**src/rtl/core/mwpc_pkg.sv**
```systemverilog
// Shared types, constants and register indexes for the mask window point classifier.
package mwpc_pkg;

  // Image size limits
  localparam int MAX_WIDTH  = 1024;
  localparam int MAX_HEIGHT = 1024;

  // Field widths fixed by the interface
  localparam int MASK_W  = 8;
  localparam int SIZE_W  = 11;
  localparam int PIX_W   = 10;
  localparam int CLASS_W = 3;

  // Derived widths
  localparam int COL_W   = $clog2(MAX_WIDTH);
  localparam int ROW_W   = $clog2(MAX_HEIGHT + 2);
  localparam int CMP_W   = SIZE_W + 2;
  localparam int ENTRY_W = MASK_W + 1;
  localparam int PAIR_W  = 2 * ENTRY_W;
  localparam int WIN_N   = 9;

  // Command queue between front and back
  localparam int QUEUE_DEPTH = 4;
  localparam int QPTR_W      = $clog2(QUEUE_DEPTH);

  // Configuration port
  localparam int CFG_IDX_W  = 2;
  localparam int CFG_DATA_W = SIZE_W;
  localparam logic [CFG_IDX_W-1:0] REG_IMAGE_WIDTH  = 2'd0;
  localparam logic [CFG_IDX_W-1:0] REG_IMAGE_HEIGHT = 2'd1;
  localparam logic [CFG_IDX_W-1:0] REG_INSIDE_LEVEL = 2'd2;

  localparam logic [SIZE_W-1:0] RESET_WIDTH  = 11'd640;
  localparam logic [SIZE_W-1:0] RESET_HEIGHT = 11'd480;
  localparam logic [MASK_W-1:0] RESET_LEVEL  = 8'd64;

  // Neighbor count thresholds
  localparam logic [3:0] MIN_OUTER = 4'd2;
  localparam logic [3:0] MIN_INNER = 4'd4;
  localparam logic [3:0] ALL_INNER = 4'd8;

  // Pixel classes
  localparam logic [CLASS_W-1:0] CLASS_INVALID  = 3'd0;
  localparam logic [CLASS_W-1:0] CLASS_BOUNDARY = 3'd1;
  localparam logic [CLASS_W-1:0] CLASS_INTERIOR = 3'd2;
  localparam logic [CLASS_W-1:0] CLASS_OUTSIDE  = 3'd3;
  localparam logic [CLASS_W-1:0] CLASS_INSIDE   = 3'd4;

  typedef struct packed {
    logic [MASK_W-1:0] mask_value;
    logic              point_valid;
    logic              is_padding;
  } in_item_t;

  typedef struct packed {
    logic [PIX_W-1:0]   pixel_row;
    logic [PIX_W-1:0]   pixel_col;
    logic [CLASS_W-1:0] pixel_class;
    logic               last_pixel;
  } out_item_t;

  // Which sides of the target pixel lie outside the image
  typedef struct packed {
    logic at_top;
    logic at_bottom;
    logic at_left;
    logic at_right;
  } border_t;

  // One step of work for the back part
  typedef struct packed {
    logic [COL_W-1:0]   addr;
    logic [ENTRY_W-1:0] entry;
    logic               emit;
    logic               use_pre;
    border_t            border;
    logic [PIX_W-1:0]   row;
    logic [PIX_W-1:0]   col;
    logic               last;
  } cmd_t;

endpackage

```
**src/rtl/core/mwpc_queue.sv**
```systemverilog
// Short command queue between the front and back parts.
module mwpc_queue import mwpc_pkg::*; (
  input  logic clk,
  input  logic rst_n,
  input  logic push,
  input  cmd_t push_cmd,
  input  logic pop,
  output logic full,
  output logic not_empty,
  output cmd_t head_cmd
);

  cmd_t              mem_r [QUEUE_DEPTH];
  logic [QPTR_W-1:0] wr_ptr_r, rd_ptr_r;
  logic [QPTR_W:0]   count_r, count_nxt;

  assign full      = (count_r == (QPTR_W+1)'(QUEUE_DEPTH));
  assign not_empty = (count_r != '0);
  assign head_cmd  = mem_r[rd_ptr_r];

  // Track fill level
  always_comb begin
    count_nxt = count_r;
    if (push && !pop) begin
      count_nxt = count_r + 1'b1;
    end else if (pop && !push) begin
      count_nxt = count_r - 1'b1;
    end
  end

  // Store items
  always_ff @(posedge clk) begin
    if (push) begin
      mem_r[wr_ptr_r] <= push_cmd;
    end
  end

  // Advance pointers
  always_ff @(posedge clk) begin
    if (!rst_n) begin
      wr_ptr_r <= '0;
      rd_ptr_r <= '0;
      count_r  <= '0;
    end else begin
      if (push) begin
        wr_ptr_r <= wr_ptr_r + 1'b1;
      end
      if (pop) begin
        rd_ptr_r <= rd_ptr_r + 1'b1;
      end
      count_r <= count_nxt;
    end
  end

endmodule

```
**config.mk**
```make
export PLATFORM = sky130hd
export DESIGN_NAME = mwpc_queue
export DESIGN_NICKNAME = d
export VERILOG_FILES = /design/src/rtl/core/mwpc_pkg.sv /design/src/rtl/core/mwpc_queue.sv
export SDC_FILE = /design/constraint.sdc
export NUM_CORES = 1
export LEC_CHECK = 0
export ABC_CLOCK_PERIOD_IN_PS = 5500
export BUFFER_PORTS_ARGS = -buffer_cell sky130_fd_sc_hd__buf_2
export CAP_MARGIN = 10
export CORE_ASPECT_RATIO = 0.9
export CORE_MARGIN = 1
export CORE_UTILIZATION = 40
export DETAILED_ROUTE_END_ITERATION = 10
export GPL_ROUTABILITY_DRIVEN = 0
export GPL_TIMING_DRIVEN = 0
export HOLD_SLACK_MARGIN = 0.05
export PLACE_DENSITY_LB_ADDON = 0.1
export SKIP_CTS_REPAIR_TIMING = 1
export SYNTH_ARGS = -nofsm -noshare
export SYNTH_HDL_FRONTEND = slang
export SYNTH_SLANG_ARGS = --single-unit
```
**constraint.sdc**
```tcl
create_clock -name clk -period 5.5 [get_ports clk]
set_input_delay 0.275 -clock clk [delete_from_list [all_inputs] [get_ports clk]]
set_output_delay 0.275 -clock clk [all_outputs]
set_load 0.01 [all_outputs]
```
After elaboration in Yosys (flattened, before gate mapping)
Memories as Yosys holds them, arrays and structs flattened. A register that Yosys moved wholly into a read port is not among the register bits.
Index checks and enable logic that the tools add are counted.
{"block": "word_totals", "mem_count": 1, "ram_bits": 184, "register_bits": 7, "in_bits": 50, "output_inout_bits": 48, "elab_cells": 21}
{"block": "op_classes", "muxes": 6, "reduce_logical": 6, "addsub": 4, "eq_ne": 1}
{"name": "mem_r", "depth": 4, "word_bits": 46, "read_ports": 1, "rd_clocked_by_memory_dff": 1, "wr": 1, "line_no": "mwpc_queue.sv:13", "text": "cmd_t mem_r [QUEUE_DEPTH];"}
{"op": "$mux 3", "n": 2}
{"op": "$add 2x1->2 const B", "n": 2}
{"op": "$mux 2", "n": 2}
{"op": "$add 3x1->3 const B", "n": 1}
{"op": "$eq 3x3->1 const B", "n": 1}
{"op": "$reduce_bool 3->1", "n": 1}
{"op": "$sub 3x1->3 const B", "n": 1}
{"op": "$logic_and 1x1->1", "n": 2}
{"op": "$logic_not 1->1", "n": 2}
{"op": "$mux 1", "n": 2}
{"op": "$reduce_bool 2->1", "n": 1}

Longest topological paths before layout
{"block": "logic_depth", "ltp_word": 4, "mapped_depth": 7, "mapped_depth_nobuf": 7}

Worst setup path after synthesis
Ideal clock, no wire load.
{"block": "synth_path", "path_type": "register -> register", "startpoint": "register wr_ptr_r[0]", "endpoint": "memory mem_r[2][0] (netlist name), enable pin", "t_arrival_ns": 1.643, "t_required_ns": 5.092, "path_slack_ns": 3.449, "path_buffers": 0, "synth_period_minus_slack_ns": 2.051, "setup_time_ns": 0.408, "stages_incl_launch_ff": 4, "cell_sequence": "dfxtp_1 > inv_1 > ha_1 > and2_1"}
{"element": "start, declared", "line_no": "mwpc_queue.sv:14", "text": "logic [QPTR_W-1:0] wr_ptr_r, rd_ptr_r;"}
{"element": "start signal, assigned", "line_no": "mwpc_queue.sv:46", "text": "wr_ptr_r <= wr_ptr_r + 1'b1;"}
{"element": "end, declared", "line_no": "mwpc_queue.sv:13"}
No word-level cell before the write port.

==> flow_metrics.env <==
export IMPL_synthTopCellsByArea="edfxtp_1 77%, mux4_2 13%, dfxtp_1 2.5%, mux4_1 2.2%, buf_12 1.1%"
export IMPL_netlist_area_um2=7150
export IMPL_clockBufferDepth=2
export IMPL_syn_nets=339
export IMPL_hold_violations=0
export IMPL_grt_remaining_overflow=0
export IMPL_synth_distinct_cells=21
export IMPL_avgSynthCellArea_um2=25.3
export IMPL_max_slew_margin_rel_pct=52.0
export IMPL_clk_pin_slew_ns=0.07
export IMPL_crit_arrival_ns=1.86
export IMPL_power_mw=3.19
export IMPL_wirelength_um=12400
export IMPL_slew_violations=0
export IMPL_dpl_hpwl_um=7430
export IMPL_start_util_pct=41.6
export IMPL_die_x_um=143
export IMPL_wire_per_inst_um=18.8
export IMPL_cts_tree="built"
export IMPL_die_area_um2=18400
export IMPL_clock_fmax_ghz=0.468
export IMPL_design_core_area_um2=17200
export IMPL_endpoint_kind="output pin"
export IMPL_rows=45
export IMPL_drt_vias_per_instance=4.85
export IMPL_numClockSinks=193
export IMPL_start_kind="flip-flop"
export IMPL_final_nets=471
export IMPL_num_antenna_cells=0
export IMPL_seq_area_frac_synth_pct=79.8
export IMPL_drt_iter0_drc=114
export IMPL_rsz0062_at_grt="false"
export IMPL_ys_ff_latch=193
export IMPL_setup_viol=0
export IMPL_htree_levels=4
export IMPL_vias=3216
export IMPL_drt_pass1_iterations=4
export IMPL_grt_pass1_vias=3385
export IMPL_cellLeakagePower_nw=2.99
export IMPL_p_per_area_nw_per_um2=367
export IMPL_area_growth_pct=21.6
export IMPL_multi_input_area_um2=1320
export IMPL_worst_pin_slew_ns=0.720
export IMPL_finClkSkew_ns=0.00723
export IMPL_outcome="finished, final reports clean"
export IMPL_critPathKind="reg -> out"
export IMPL_die_h_um=129
export IMPL_regArea_um2=5710
export IMPL_io_pins=98
export IMPL_io_buffers=97
export IMPL_yosys_warnings=0
export IMPL_drive_gt1_share_pct=43.5
export IMPL_grt_max_degree=31
export IMPL_period_minus_slack_ns=2.14
export IMPL_grtUsageTotal_pct=14.8
export IMPL_fin_setup_tns_ns=0
export IMPL_synth_top_area_share_pct=77.3
export IMPL_root_buffer="clkbuf_16"
export IMPL_min_delay_path_class="in -> reg"
export IMPL_cts_inserted_buffers=17
export IMPL_drc=0
export IMPL_ant_nets=0
export IMPL_fin_crit_sh_pct=38.8
export IMPL_yosysTopAreaCell="edfxtp_1"
export IMPL_synth_cells=283
export IMPL_critPathMaxFanout=10
export IMPL_drv_cap=0
export IMPL_clk_latency_ns=0.42
export IMPL_grt_first_pass_wirelength_um=19000
export IMPL_irDropWorstVdd_v=0.000206
export IMPL_nFillCells=1392
export IMPL_antenna_found_initial=0
export IMPL_cp_required_ns=5.22
==> cells in the mapped netlist <==
master	number
dfxtp_1	9
buf_6	1
xor2_1	3
o21ai_0	1
inv_1	4
mux4_1	6
xnor2_1	2
buf_2	4
mux4_2	40
nor3b_1	1
nand2_1	1
a21boi_0	1
and2_1	9
or3_1	2
clkbuf_2	1
fa_1	1
edfxtp_1	184
mux2i_1	2
buf_12	4
nor2b_1	2
ha_1	5
==> worst max-delay path, cell delays in order (launching register included) <==
cell and delay, ns:
dfxtp_1 0.31, clkbuf_2 0.25, buf_2 0.35, mux4_2 0.37, buf_2 0.16
==> layout by cell type (no fill, tap or decap), drive strengths merged <==
cell type / n
a21boi: 1
and2: 9
buf: 110
clkbuf: 23
clkinv: 6
dfxtp: 9
dlygate4sd3: 12
edfxtp: 184
fa: 1
ha: 5
inv: 8
mux2i: 2
mux4: 46
nand2: 1
nor2b: 2
nor3b: 1
o21ai: 1
or3: 2
xnor2: 2
xor2: 3
==> registers in the layout, summed over array words and instances (netlist names), named ones only <==
signal / count
count_r: 3
mem_r: 184
rd_ptr_r: 2
wr_ptr_r: 2
==> routing by layer <==
layer	vias up	part of all wire, %	wire, µm	track usage (%)
met5	-	0	0	0
met4	0	0.98	122	5.69
met3	8	4.5	564	4.58
met2	67	50	6270	23.8
met1	1679	44	5470	18.8
li1	1462	-	-	-
==> final timing paths <==
path,start,end,slack [ns],cells past startpoint
setup / recovery,flip-flop,head_cmd[37],3.36,4
hold / removal,push_cmd[10],mem_r[2][10],0.07,1
setup reg to reg,wr_ptr_r[0],mem_r[0][42],3.72,4
hold reg to reg,count_r[2],count_r[2],0.51,2
==> layout make-up <==
cell class / instances / area share (%)
Tap cell: 235 / 3.38
Timing Repair Buffer: 113 / 7.89
Multi-Input combinational cell: 76 / 15.1
Inverter: 4 / 0.173
Clock inverter: 10 / 0.835
Clock buffer: 22 / 5.57
Sequential cell: 193 / 65.7
Buffer: 10 / 1.34
==> cells by family after synthesis <==
logic type | count (synthesis) | synth area share [%]
fa+ha+maj | 6 | 1.16
mux | 48 | 15.1
buf+inv | 14 | 1.84
xor+xnor | 5 | 0.613
compound gates | 2 | 0.175
simple gates | 15 | 1.30
flops | 193 | 79.8
==> stage by stage <==
step           setup slack [ns]  instances  hold slack [ns]  cell area, µm²  utilization, %
2_1_floorplan              3.45        283            0.374            7150               -
3_3_place_gp               2.43        615            0.486            7930            46.2
3_5_place_dp               3.67        619            0.494            8010            46.7
4_1_cts                    3.30        651           0.0413            8570            49.9
5_1_grt                    3.24        663           0.0504            8690            50.6
6_report                   3.36        663           0.0656            8690            50.6
==> power breakdown <==
part | internal, mW | switching (mW) | total [mW]
clock network | 0.631 | 0.522 | 1.15
registers | 1.69 | 0.0178 | 1.70
logic | 0.165 | 0.171 | 0.336
No activity file was read; power rests on OpenSTA's default activity.
