File: src/rtl/core/mwpc_pkg.sv
// Shared types, constants and register indexes for the mask window point classifier.
package mwpc_pkg;

  // Image size limits
  localparam int MAX_WIDTH  = 1024;
  localparam int MAX_HEIGHT = 1024;

  // Field widths fixed by the interface
  localparam int MASK_W  = 8;
  localparam int SIZE_W  = 11;
  localparam int PIX_W   = 10;
  localparam int CLASS_W = 3;

  // Derived widths
  localparam int COL_W   = $clog2(MAX_WIDTH);
  localparam int ROW_W   = $clog2(MAX_HEIGHT + 2);
  localparam int CMP_W   = SIZE_W + 2;
  localparam int ENTRY_W = MASK_W + 1;
  localparam int PAIR_W  = 2 * ENTRY_W;
  localparam int WIN_N   = 9;

  // Command queue between front and back
  localparam int QUEUE_DEPTH = 4;
  localparam int QPTR_W      = $clog2(QUEUE_DEPTH);

  // Configuration port
  localparam int CFG_IDX_W  = 2;
  localparam int CFG_DATA_W = SIZE_W;
  localparam logic [CFG_IDX_W-1:0] REG_IMAGE_WIDTH  = 2'd0;
  localparam logic [CFG_IDX_W-1:0] REG_IMAGE_HEIGHT = 2'd1;
  localparam logic [CFG_IDX_W-1:0] REG_INSIDE_LEVEL = 2'd2;

  localparam logic [SIZE_W-1:0] RESET_WIDTH  = 11'd640;
  localparam logic [SIZE_W-1:0] RESET_HEIGHT = 11'd480;
  localparam logic [MASK_W-1:0] RESET_LEVEL  = 8'd64;

  // Neighbor count thresholds
  localparam logic [3:0] MIN_OUTER = 4'd2;
  localparam logic [3:0] MIN_INNER = 4'd4;
  localparam logic [3:0] ALL_INNER = 4'd8;

  // Pixel classes
  localparam logic [CLASS_W-1:0] CLASS_INVALID  = 3'd0;
  localparam logic [CLASS_W-1:0] CLASS_BOUNDARY = 3'd1;
  localparam logic [CLASS_W-1:0] CLASS_INTERIOR = 3'd2;
  localparam logic [CLASS_W-1:0] CLASS_OUTSIDE  = 3'd3;
  localparam logic [CLASS_W-1:0] CLASS_INSIDE   = 3'd4;

  typedef struct packed {
    logic [MASK_W-1:0] mask_value;
    logic              point_valid;
    logic              is_padding;
  } in_item_t;

  typedef struct packed {
    logic [PIX_W-1:0]   pixel_row;
    logic [PIX_W-1:0]   pixel_col;
    logic [CLASS_W-1:0] pixel_class;
    logic               last_pixel;
  } out_item_t;

  // Which sides of the target pixel lie outside the image
  typedef struct packed {
    logic at_top;
    logic at_bottom;
    logic at_left;
    logic at_right;
  } border_t;

  // One step of work for the back part
  typedef struct packed {
    logic [COL_W-1:0]   addr;
    logic [ENTRY_W-1:0] entry;
    logic               emit;
    logic               use_pre;
    border_t            border;
    logic [PIX_W-1:0]   row;
    logic [PIX_W-1:0]   col;
    logic               last;
  } cmd_t;

endpackage

File: src/rtl/core/mwpc_front.sv
// Front part: config registers, raster counters and per-item command build.
module mwpc_front import mwpc_pkg::*; (
  input  logic                  clk,
  input  logic                  rst_n,
  input  logic                  cfg_we,
  input  logic [CFG_IDX_W-1:0]  cfg_index,
  input  logic [CFG_DATA_W-1:0] cfg_data,
  input  logic                  in_valid,
  input  in_item_t              in_data,
  input  logic                  q_full,
  output logic                  in_stall,
  output logic                  q_push,
  output cmd_t                  q_cmd,
  output logic [MASK_W-1:0]     inside_level
);

  logic [SIZE_W-1:0] width_r, height_r;
  logic [MASK_W-1:0] level_r;
  logic [COL_W-1:0]  col_r, col_nxt;
  logic [ROW_W-1:0]  row_r, row_nxt;

  logic [CMP_W-1:0] wx, hx, cx, rx, r1, trx, tcx, c1;
  logic             wrap, pre, post, emit, last;

  // Effective image size: zero acts as one, clamp to maximum
  always_comb begin
    if (width_r == '0) begin
      wx = CMP_W'(1);
    end else if (CMP_W'(width_r) > CMP_W'(MAX_WIDTH)) begin
      wx = CMP_W'(MAX_WIDTH);
    end else begin
      wx = CMP_W'(width_r);
    end
    if (height_r == '0) begin
      hx = CMP_W'(1);
    end else if (CMP_W'(height_r) > CMP_W'(MAX_HEIGHT)) begin
      hx = CMP_W'(MAX_HEIGHT);
    end else begin
      hx = CMP_W'(height_r);
    end
  end

  // Resolve position of the incoming item and which pixel it completes
  always_comb begin
    wrap = CMP_W'(col_r) >= wx;
    cx   = wrap ? '0 : CMP_W'(col_r);
    r1   = wrap ? CMP_W'(row_r) + CMP_W'(1) : CMP_W'(row_r);
    rx   = (r1 > hx + CMP_W'(1)) ? '0 : r1;
    pre  = (cx == '0) && (rx >= CMP_W'(2)) && ((rx - CMP_W'(2)) < hx);
    post = (cx >= CMP_W'(1)) && (rx >= CMP_W'(1)) && ((rx - CMP_W'(1)) < hx);
    trx  = pre ? rx - CMP_W'(2) : rx - CMP_W'(1);
    tcx  = pre ? wx - CMP_W'(1) : cx - CMP_W'(1);
    emit = pre || post;
    last = emit && (trx == hx - CMP_W'(1)) && (tcx == wx - CMP_W'(1));
    c1   = cx + CMP_W'(1);
  end

  // Advance counters: restart after the final pixel, wrap at row end
  always_comb begin
    if (last) begin
      col_nxt = '0;
      row_nxt = '0;
    end else if (c1 >= wx) begin
      col_nxt = '0;
      row_nxt = ROW_W'(rx + CMP_W'(1));
    end else begin
      col_nxt = COL_W'(c1);
      row_nxt = ROW_W'(rx);
    end
  end

  // Build the command for the back part
  always_comb begin
    q_cmd.addr             = COL_W'(cx);
    q_cmd.entry            = in_data.is_padding ? '0
                                                : {in_data.point_valid, in_data.mask_value};
    q_cmd.emit             = emit;
    q_cmd.use_pre          = pre;
    q_cmd.border.at_top    = (trx == '0);
    q_cmd.border.at_bottom = (trx == hx - CMP_W'(1));
    q_cmd.border.at_left   = (tcx == '0);
    q_cmd.border.at_right  = (tcx == wx - CMP_W'(1));
    q_cmd.row              = PIX_W'(trx);
    q_cmd.col              = PIX_W'(tcx);
    q_cmd.last             = last;
  end

  assign in_stall     = q_full;
  assign q_push       = in_valid && !q_full;
  assign inside_level = level_r;

  // Config writes; a size change restarts the frame
  always_ff @(posedge clk) begin
    if (!rst_n) begin
      width_r  <= RESET_WIDTH;
      height_r <= RESET_HEIGHT;
      level_r  <= RESET_LEVEL;
      col_r    <= '0;
      row_r    <= '0;
    end else if (cfg_we) begin
      unique case (cfg_index)
        REG_IMAGE_WIDTH: begin
          width_r <= cfg_data;
          col_r   <= '0;
          row_r   <= '0;
        end
        REG_IMAGE_HEIGHT: begin
          height_r <= cfg_data;
          col_r    <= '0;
          row_r    <= '0;
        end
        REG_INSIDE_LEVEL: begin
          level_r <= cfg_data[MASK_W-1:0];
        end
        default: begin
        end
      endcase
    end else if (q_push) begin
      col_r <= col_nxt;
      row_r <= row_nxt;
    end
  end

endmodule

File: config.mk
export PLATFORM = sky130hd
export DESIGN_NAME = mwpc_front
export DESIGN_NICKNAME = d
export VERILOG_FILES = /design/src/rtl/core/mwpc_pkg.sv /design/src/rtl/core/mwpc_front.sv
export SDC_FILE = /design/constraint.sdc
export NUM_CORES = 1
export LEC_CHECK = 0
export CORE_MARGIN = 2
export CORE_UTILIZATION = 60
export CTS_BUF_LIST = sky130_fd_sc_hd__clkbuf_8
export DETAILED_ROUTE_END_ITERATION = 12
export DONT_BUFFER_PORTS = 1
export HOLD_SLACK_MARGIN = 0.08
export PLACE_DENSITY = 0.73
export SYNTH_ARGS = -nofsm -noshare
export SYNTH_HDL_FRONTEND = slang
export SYNTH_SLANG_ARGS = --single-unit
File: constraint.sdc
create_clock -name clk -period 9 [get_ports clk]
set_input_delay 0 -clock clk [delete_from_list [all_inputs] [get_ports clk]]
set_output_delay 0 -clock clk [all_outputs]
set_load 0.02 [all_outputs]
; After elaboration in Yosys (flattened, before gate mapping)
; Cells that the tools add are included.
[totals]
reg_bits = 51
input_bits = 28
output_inout_bits = 56
word_cells = 70
[classes]
n_addsub = 9
magnitude_cmp = 10
n_eq_ne = 5
mux = 20
n_reduce_logical = 21
[op_table]
columns = operator, count
row1 = 2-to-1 mux 11 bit, 9
row2 = 2-to-1 mux 10 bit, 6
row3 = logical NOT 13 bit, 3
row4 = == test 13 bit, 2
row5 = less-than comparator 13 bit, 2
row6 = 2-to-1 mux 13 bit, 2
row7 = subtractor 13 x 1 -> 13 bit (second input constant), 2
row8 = 2-to-1 mux 12 bit, 2
row9 = greater-than comparator 11 bit (second input constant), 2
row10 = logical NOT 11 bit, 2
row11 = adder 13 x 1 -> 13 bit (second input constant), 1
row12 = greater-or-equal comparator 10 x 13 -> 1 bit, 1
row13 = greater-or-equal comparator 11 x 13 -> 1 bit, 1
row14 = greater-than comparator 12 x 13 -> 1 bit, 1
row15 = subtractor 12 x 1 -> 13 bit (second input constant), 1
row16 = subtractor 12 x 2 -> 13 bit (second input constant), 1
row17 = adder 11 x 1 -> 12 bit (second input constant), 1
row18 = greater-or-equal comparator 12 x 1 -> 1 bit (second input constant), 1
row19 = greater-or-equal comparator 12 x 2 -> 1 bit (second input constant), 1
row20 = adder 10 x 1 -> 11 bit (second input constant), 1
row21 = adder 11 x 1 -> 11 bit (second input constant), 1
row22 = subtractor 10 x 1 -> 11 bit (second input constant), 1
row23 = greater-or-equal comparator 10 x 1 -> 1 bit (second input constant), 1
row24 = 2-to-1 mux 9 bit, 1
row25 = 10 further kinds, 19

; Depth between registers and ports, before layout
; Gate-level depths: netlist of the first run.
[logic_depth]
ltp_word = 17
mapped_depth = 40
mapped_depth_nobuf = 36

; Worst setup path after synthesis of the first run
; OpenSTA, ideal clock, no wires.
[synth_timing]
path_kind = register to register
startpoint = register width_r[4]
endpoint = register col_r[9]
arrival_ns = 8.074
slack_ns = 0.811
path_stages_with_launch = 39
n_path_buf = 3
synth_period_minus_slack_ns = 8.189
cell_sequence = dfxtp_1 > or3_1 > nor4_1 > a21oi_1 > nor2_1 > ha_1 > and3_1 > nand3_1 > a31o_4 > clkbuf_1 > a21oi_1 > xnor2_1 > inv_1 > ha_1 > nand3_1 > or2_2 > a2bb2oi_1 > o21ai_1 > [3 not listed] > nand3_1 > o21ai_1 > a21oi_1 > ha_1 > o21ai_0 > a21oi_1 > nor4_1 > a21oi_1 > a2111oi_4 > o311a_2 > and2_4 > a21oi_1 > a21oi_1 > xor2_1 > a211o_1 > nor4_4 > buf_6 > o21ai_2
[synth_rtl]
columns = element, line_no
row1 = start: declaration, mwpc_front.sv:17  ; logic [SIZE_W-1:0] width_r, height_r;
row2 = start signal: assignment, mwpc_front.sv:103  ; width_r <= cfg_data;
row3 = end signal: assignment, mwpc_front.sv:119  ; col_r <= col_nxt;
row4 = end: declaration, mwpc_front.sv:19  ; logic [COL_W-1:0] col_r, col_nxt;

==> results.txt, run 1 <==
----------------------------------------------------
[Final layout]
  Count of nets after finishing ... 1085
  Number of antenna cells inserted ... 0
  Most common library cell in the layout ignoring fill and taps ... nand2_1
  Most frequent cells in the layout ... nand2_1 (158), nor2_1 (78), ha_1 (64)
  Area added between synthesis and finish ... 9.91%
  Layout cell share with drive strength beyond 1 ... between 10% and 20%

[Worst setup path]
  Kind of critical path ... reg -> out
  Worst setup EP type ... output port
  Slowest-stage cell, CP ... or4_4
  Data arrival at the endpoint of the critical path ... 8540 ps
  Type of origin of the critical path ... flop
  Timing startpoint of the critical path ... width_r[4]
  Data required time of the critical path ... about 9000 ps
  Crit Reg-Reg Startpoint ... width_r[4]
  Number of buffer and inverter instances along the worst setup path ... 4
  Critical Path Max Stage Delay ... 500 ps
  Top cell family by delay on the critical path ... compound AO/OA/AOI/OAI gates
  Biggest fanout along the worst timing path ... 12
  Cell mode on critical path ... a21oi_1

[Timing]
  Sum of negative setup slack ... 0 ps
  Fraction of the cycle the final worst path needs ... 94.9%
  Slew at the pin closest to its max-slew limit ... around 850 ps
  RSZ-0062 raised after global routing ... no
  Final setup fails ... 0
  Final critical-path required period ... 8540 ps
  Number of endpoints with negative hold slack in the final report ... 0
  Tightest hold margin ... 79.6 ps
  Slew margin rel. ... 43.3%
  Worst setup skew after layout ... around 3.9 ps
  Fmax achieved ... 0.117 GHz
  Max-slew violations ... 0

[Detailed routing]
  Total vias in the final route ... 7519
  DRT iter0 DRCs ... approximately 990
  Average wire per standard cell ... 20.7 um
  Number of nets still failing antenna checks after routing ... 0
  Number of design rule violations left after detail routing ... 0
  Total iterations of the first detailed-routing run ... 6
  Via density per instance ... 6.62
  Total Wirelength ... 23.5 mm

[Clocking]
  CTS Root Cell ... clkbuf_8
  H-Tree Level Count ... 2
  Count of clock tree sinks ... 51
  Clock insertion delay at the later pin of the skew report ... roughly 320 ps
  TritonCTS buffer count ... 5
  Clock tree from TritonCTS ... yes
  Clk pin slew, worst setup/hold paths ... 90 ps
  Clock buffer depth ... 2

[Floorplanning]
  Overall die height ... 112 um
  Initial Util ... 61.2%
  Core box area ... 11400 sq um
  Number of placement rows ... 39
  Chip Width ... 112 um
  Die outline area ... about 12000 sq um
  Top-Level Pins ... 84

[Global routing]
  Largest net degree at the start of global routing ... 31
  Number of antenna violations at the first check in global routing ... 0
  Global-route wire length before repair ... 36.9 mm
  Congestion Overflow GR ... 0
  GRT Resource Usage Total ... 36.5%
  Number of global-route vias before repair ... ~7100

[Placed design]
  DPL Wire Length ... around 18 mm
  GP Congestion ... 1.05
  Port Buffers ... 0

[Pwr]
  Largest voltage drop on the vdd net ... 0.119 mV
  Total leakage power ... 3.20 nW
  P per Cell Area ... 76.1 nW/um^2

[Synth]
  Fraction of the yosys area taken by sequential cells ... about 15%
  Count of warnings emitted by yosys ... 0
  Post-Syn Nets ... 1063
  Primary flip-flop cell chosen by synthesis mapping ... dfxtp_1
  Count of flip-flops with a built-in enable after synthesis ... 0
  Unique masters post-synth ... 93
  Yosys reg bits ... 51
  Count of mapped cells out of synthesis ... between 900 and 1000
  Total standard cell area after synthesis ... 6950 sq um
  Mean instance size in the synthesized netlist ... 7.17 sq um
  Async SR Flop Fraction ... 0%

[Run]
  Max-capacitance violation count ... 0

[Hold path]
  Min-Delay Startpoint ... in_data[0]
  HP Class ... in -> out

[Outcome]
  Result of the run ... finished clean

----------------------------------------------------
[power by group]
part           total, mW  switching, mW  internal, mW
sequential         0.241         0.0103         0.231
combinational      0.166          0.101        0.0651
clock              0.174         0.0827        0.0916
total              0.582          0.194         0.387
[layer usage]
| metal | global-route usage [%] | vias to the layer above | share of wire [%] |
|---|---|---|---|
| met2 | 58.3 | 463 | 44 |
| met4 | 13.3 | 0 | 3.5 |
| met3 | 9.15 | 73 | 11 |
| met1 | 47.9 | 3474 | 41 |
| li1 | - | 3509 | - |
| met5 | 0 | - | 0 |
[what timing repair did]
action / CTS / global route
buffers inserted: 0 / 10
hold buffers: 18 / 0
hold endpoints to repair: 32 / 0
cloned: 0 / 1
pin swaps: 0 / 3
endpoints found under the setup margin: 1 / 25
gates resized for setup: 1 / 10
[registers in the layout, summed over array words and instances, names as in the netlist]
| signal | flops |
|---|---|
| width_r | 11 |
| row_r | 11 |
| height_r | 11 |
| inside_level | 8 |
| col_r | 10 |
[worst reg2reg max path, delay by kind of cell (launching register included)]
family / cells / cell delay (ps)
compound gates: 18 / 3460
xor+xnor: 1 / 140
simple gates: 11 / 2460
buf+inv: 4 / 760
flops: 1 / 360
fa+ha+maj: 4 / 1140
[stage by stage]
| stage | total power [mW] | instances | area (sq um) | worst slack [ps] | utilization, % |
|---|---|---|---|---|---|
| after floorplan | 0.360 | 970 | 6950 | 811 | - |
| after global placement | 0.392 | 1099 | 7210 | 561 | 63.4 |
| after detailed placement | 0.397 | 1099 | 7210 | 261 | 63.4 |
| after CTS | 0.574 | 1125 | 7510 | 71.9 | 66.1 |
| after global routing | 0.604 | 1136 | 7640 | 39.7 | 67.2 |
| final | 0.582 | 1136 | 7640 | 456 | 67.2 |
[final timing paths]
path	endpoint	slack, ps	depth (start not counted)
setup reg to reg	row_r[9]	600	38
hold / removal	q_cmd[35]	80	1
hold reg to reg	row_r[1]	530	2
setup / recovery	q_cmd[0]	460	37
[cell type report]
type	instances	area (sq um)
inverter	39	149
timing repair buffer	75	638
tap	143	179
clock inverter	2	38.8
fill	993	3730
multi-input combinational	820	5540
clock buffer	6	82.6
sequential	51	1020
[cells by family after synthesis]
| family | synth area share [%] |
|---|---|
| compound gates | 25.2 |
| xor+xnor | 9.68 |
| fa+ha+maj | 11.7 |
| buf+inv | 6.24 |
| flops | 14.7 |
| mux | 1.87 |
| other cells | 0.0539 |
| simple gates | 30.6 |
[synth_stat cells (all sizes together), types with 10 or more instances]
master | count | share of area (%)
o211ai | 12 | 1.3
o21a | 10 | 1.1
nand2 | 159 | 8.7
xnor2 | 51 | 6.5
and3 | 13 | 1.2
nor2b | 27 | 2.4
a31oi | 11 | 1.2
dfxtp | 51 | 15
nand3 | 46 | 3.3
clkbuf | 41 | 2.2
inv | 38 | 2.1
nand2b | 10 | 0.90
xor2 | 25 | 3.1
or3 | 13 | 1.2
nor3 | 20 | 1.7
ha | 65 | 12
nand4 | 14 | 1.3
o21ai | 62 | 5.5
buf | 19 | 1.9
nor4 | 19 | 2.1
a21boi | 20 | 2.3
nor2 | 79 | 4.3
mux2i | 13 | 1.9
a21oi | 43 | 3.1
Power figures use the tool's default switching activity.
==> run 2, diff against run 1 <==
- clock period: 9 -> 8.97 ns (I/O delays scaled with it)
==> run 2 against run 1 <==
Against the previous run: clock power is essentially flat; sequential power is essentially flat; via count shrank 0.55%; first-iteration DRC count grew 8.5%; flip-flop and latch count is the same; clock skew grew 2.4 ps; clock-buffer cell count is the same; final cell count grew 0.26%; critical endpoint unchanged; largest cell class unchanged.
==> results.txt, run 2 (same netlist as run 1, synthesis figures left out) <==
----------------------------------------------------
[Hold path]
  Min-Delay Startpoint ... in_data[0]
  HP Class ... in -> out
  Worst-case hold path end point ... q_cmd[35]
  Instance count along the most critical hold path ... 1

[Final layout]
  Most frequent cells in the layout ... nand2_1 (158), nor2_1 (78), ha_1 (64)
  Sequential cell area in the final layout ... 1020 sq um
  Fraction of the core area covered by cells at the end of the flow ... around two thirds
  Most common library cell in the layout ignoring fill and taps ... nand2_1
  Top Registers ... height_r x11, row_r x11, width_r x11
  Layout cell share with drive strength beyond 1 ... 13.4%
  Number of antenna cells inserted ... 0
  Fillers ... 967
  Area added between synthesis and finish ... 10.1%
  Area occupied by multi-input gates ... 5530 sq um
  Count of nets after finishing ... 1088

[Worst setup path]
  Slowest-stage cell, CP ... or4_4
  Capturing point of the worst reg2reg path ... col_r[4]
  Worst setup EP type ... output port
  Type of origin of the critical path ... flop
  Flop-to-flop setup slack ... 580 ps
  Cell mode on critical path ... a21oi_1
  Crit Reg-Reg Startpoint ... width_r[4]
  Critical Path Max Stage Delay ... approximately 500 ps
  Biggest fanout along the worst timing path ... 12
  Kind of critical path ... reg -> out
  R2R cell count ... 39
  Data required time of the critical path ... 8970 ps
  Data arrival at the endpoint of the critical path ... 8500 ps

[Detailed routing]
  DRT iter0 DRCs ... 1077
  Total iterations of the first detailed-routing run ... 6
  Routed wl met2 ... roughly 11 mm
  Via density per instance ... 6.57
  Total vias in the final route ... 7478
  Top routing layer in use ... met4
  Average wire per standard cell ... ~20 um
  Number of nets still failing antenna checks after routing ... 0
  Met3 wirelength from detailed routing ... 2.40 mm
  Number of design rule violations left after detail routing ... 0
  Total Wirelength ... 23.3 mm
  Sum of routed wire segments on met1 ... 9.59 mm

[Timing]
  Sum of negative setup slack ... 0 ps
  Number of endpoints with negative hold slack in the final report ... 0
  RSZ-0062 raised after global routing ... no
  Fraction of the cycle the final worst path needs ... 94.8%
  Max-slew violations ... 0
  Final setup fails ... 0
  Slew at the pin closest to its max-slew limit ... 843 ps
  Worst setup skew after layout ... 6.31 ps
  Final critical-path required period ... 8500 ps
  Slew margin rel. ... 43.8%
  Fmax achieved ... 0.118 GHz

[Clocking]
  CTS Root Cell ... clkbuf_8
  Count of clock tree sinks ... 51
  H-Tree Level Count ... 2
  TritonCTS buffer count ... 5
  Clock insertion delay at the later pin of the skew report ... 310 ps
  Clk pin slew, worst setup/hold paths ... 100 ps
  Clock tree from TritonCTS ... yes
  Clock buffer depth ... 2

[Pwr]
  Largest voltage drop on the vdd net ... 0.0993 mV
  P per Cell Area ... 75.7 nW/um^2
  Total leakage power ... 3.23 nW

[Global routing]
  Congestion Overflow GR ... 0
  Largest net degree at the start of global routing ... 31
  GRT Resource Usage Total ... ~36%
  Number of antenna violations at the first check in global routing ... 0
  Number of global-route vias before repair ... 6862
  Global-route wire length before repair ... about 36 mm

[Floorplanning]
  Initial Util ... 61.2%
  Top-Level Pins ... 84
  Die outline area ... 12500 sq um
  Core box area ... 11400 sq um
  Overall die height ... 112 um
  Chip Width ... 112 um
  Number of placement rows ... 39

[Placed design]
  Port Buffers ... 0
  GP Congestion ... 1.07
  DPL Wire Length ... 18.0 mm

[Outcome]
  Result of the run ... finished clean

[Run]
  Max-capacitance violation count ... 0

----------------------------------------------------
==> run 2: cell count changes in the layout (fill, tap and decap cells not counted), sizes merged <==
cell         previous run  this run
dlygate4sd3            18        17
buf                    56        60
==> run 2: routing by layer <==
metal	GRT usage, %	vias up
met1	48.2	3486
met3	7.40	57
met5	0	-
li1	-	3507
met4	10.2	0
met2	57.7	428
==> run 2: critical path: cells and delay by family (launching register included) <==
kind | cells | cell delay, ps
AO/OA/AOI/OAI | 15 | 2870
AND/OR/NAND/NOR | 12 | 2690
adder cells (fa/ha/maj) | 4 | 1010
buffers and inverters | 5 | 890
flip-flops | 1 | 360
XOR/XNOR | 2 | 360
==> run 2: repair_timing <==
item	4_1_cts	5_1_grt
hold buffers	17	0
hold endpoints to repair	32	0
resized for setup	1	8
pin swaps	0	4
gates cloned	0	1
buffers inserted	0	13
setup endpoints to repair	1	24
==> run 2: report_power, final <==
group          switching (mW)  total (mW)  internal [mW]  leakage [nW]
Sequential             0.0102       0.242          0.232         0.414
Combinational           0.101       0.167         0.0659          2.76
Clock                  0.0792       0.171         0.0919        0.0618
==> run 2: area by class of cell <==
type                            instances  share of cell area [%]
Timing Repair Buffer                   78                    8.59
Sequential cell                        51                    13.3
Clock buffer                            6                    1.08
Inverter                               39                    1.94
Tap cell                              143                    2.34
Clock inverter                          2                   0.507
Multi-Input combinational cell        820                    72.2
==> run 2: worst max-delay path by stage <==
stage	start	endpoint	depth (start not counted)
2_1_floorplan	width_r[4]	col_r[9]	38
5_1_grt	width_r[4]	q_cmd[0]	38
6_report	width_r[4]	q_cmd[0]	38
3_5_place_dp	width_r[4]	row_r[1]	38
4_1_cts	width_r[4]	q_cmd[0]	38
3_3_place_gp	width_r[4]	row_r[0]	38
==> run 2: stage by stage <==
stage / cells / area, sq um / setup slack (ps) / hold WS, ps / power [mW]
final: 1139 / 7660 / 468 / 80.6 / 0.580
after global routing: 1139 / 7660 / 4.13 / 82.6 / 0.604
after CTS: 1125 / 7510 / 60.3 / 80.8 / 0.572
after detailed placement: 1100 / 7210 / 280 / 0.292 / 0.397
after global placement: 1100 / 7210 / 566 / 0.297 / 0.394
after floorplan: 970 / 6950 / 781 / 78.1 / 0.362
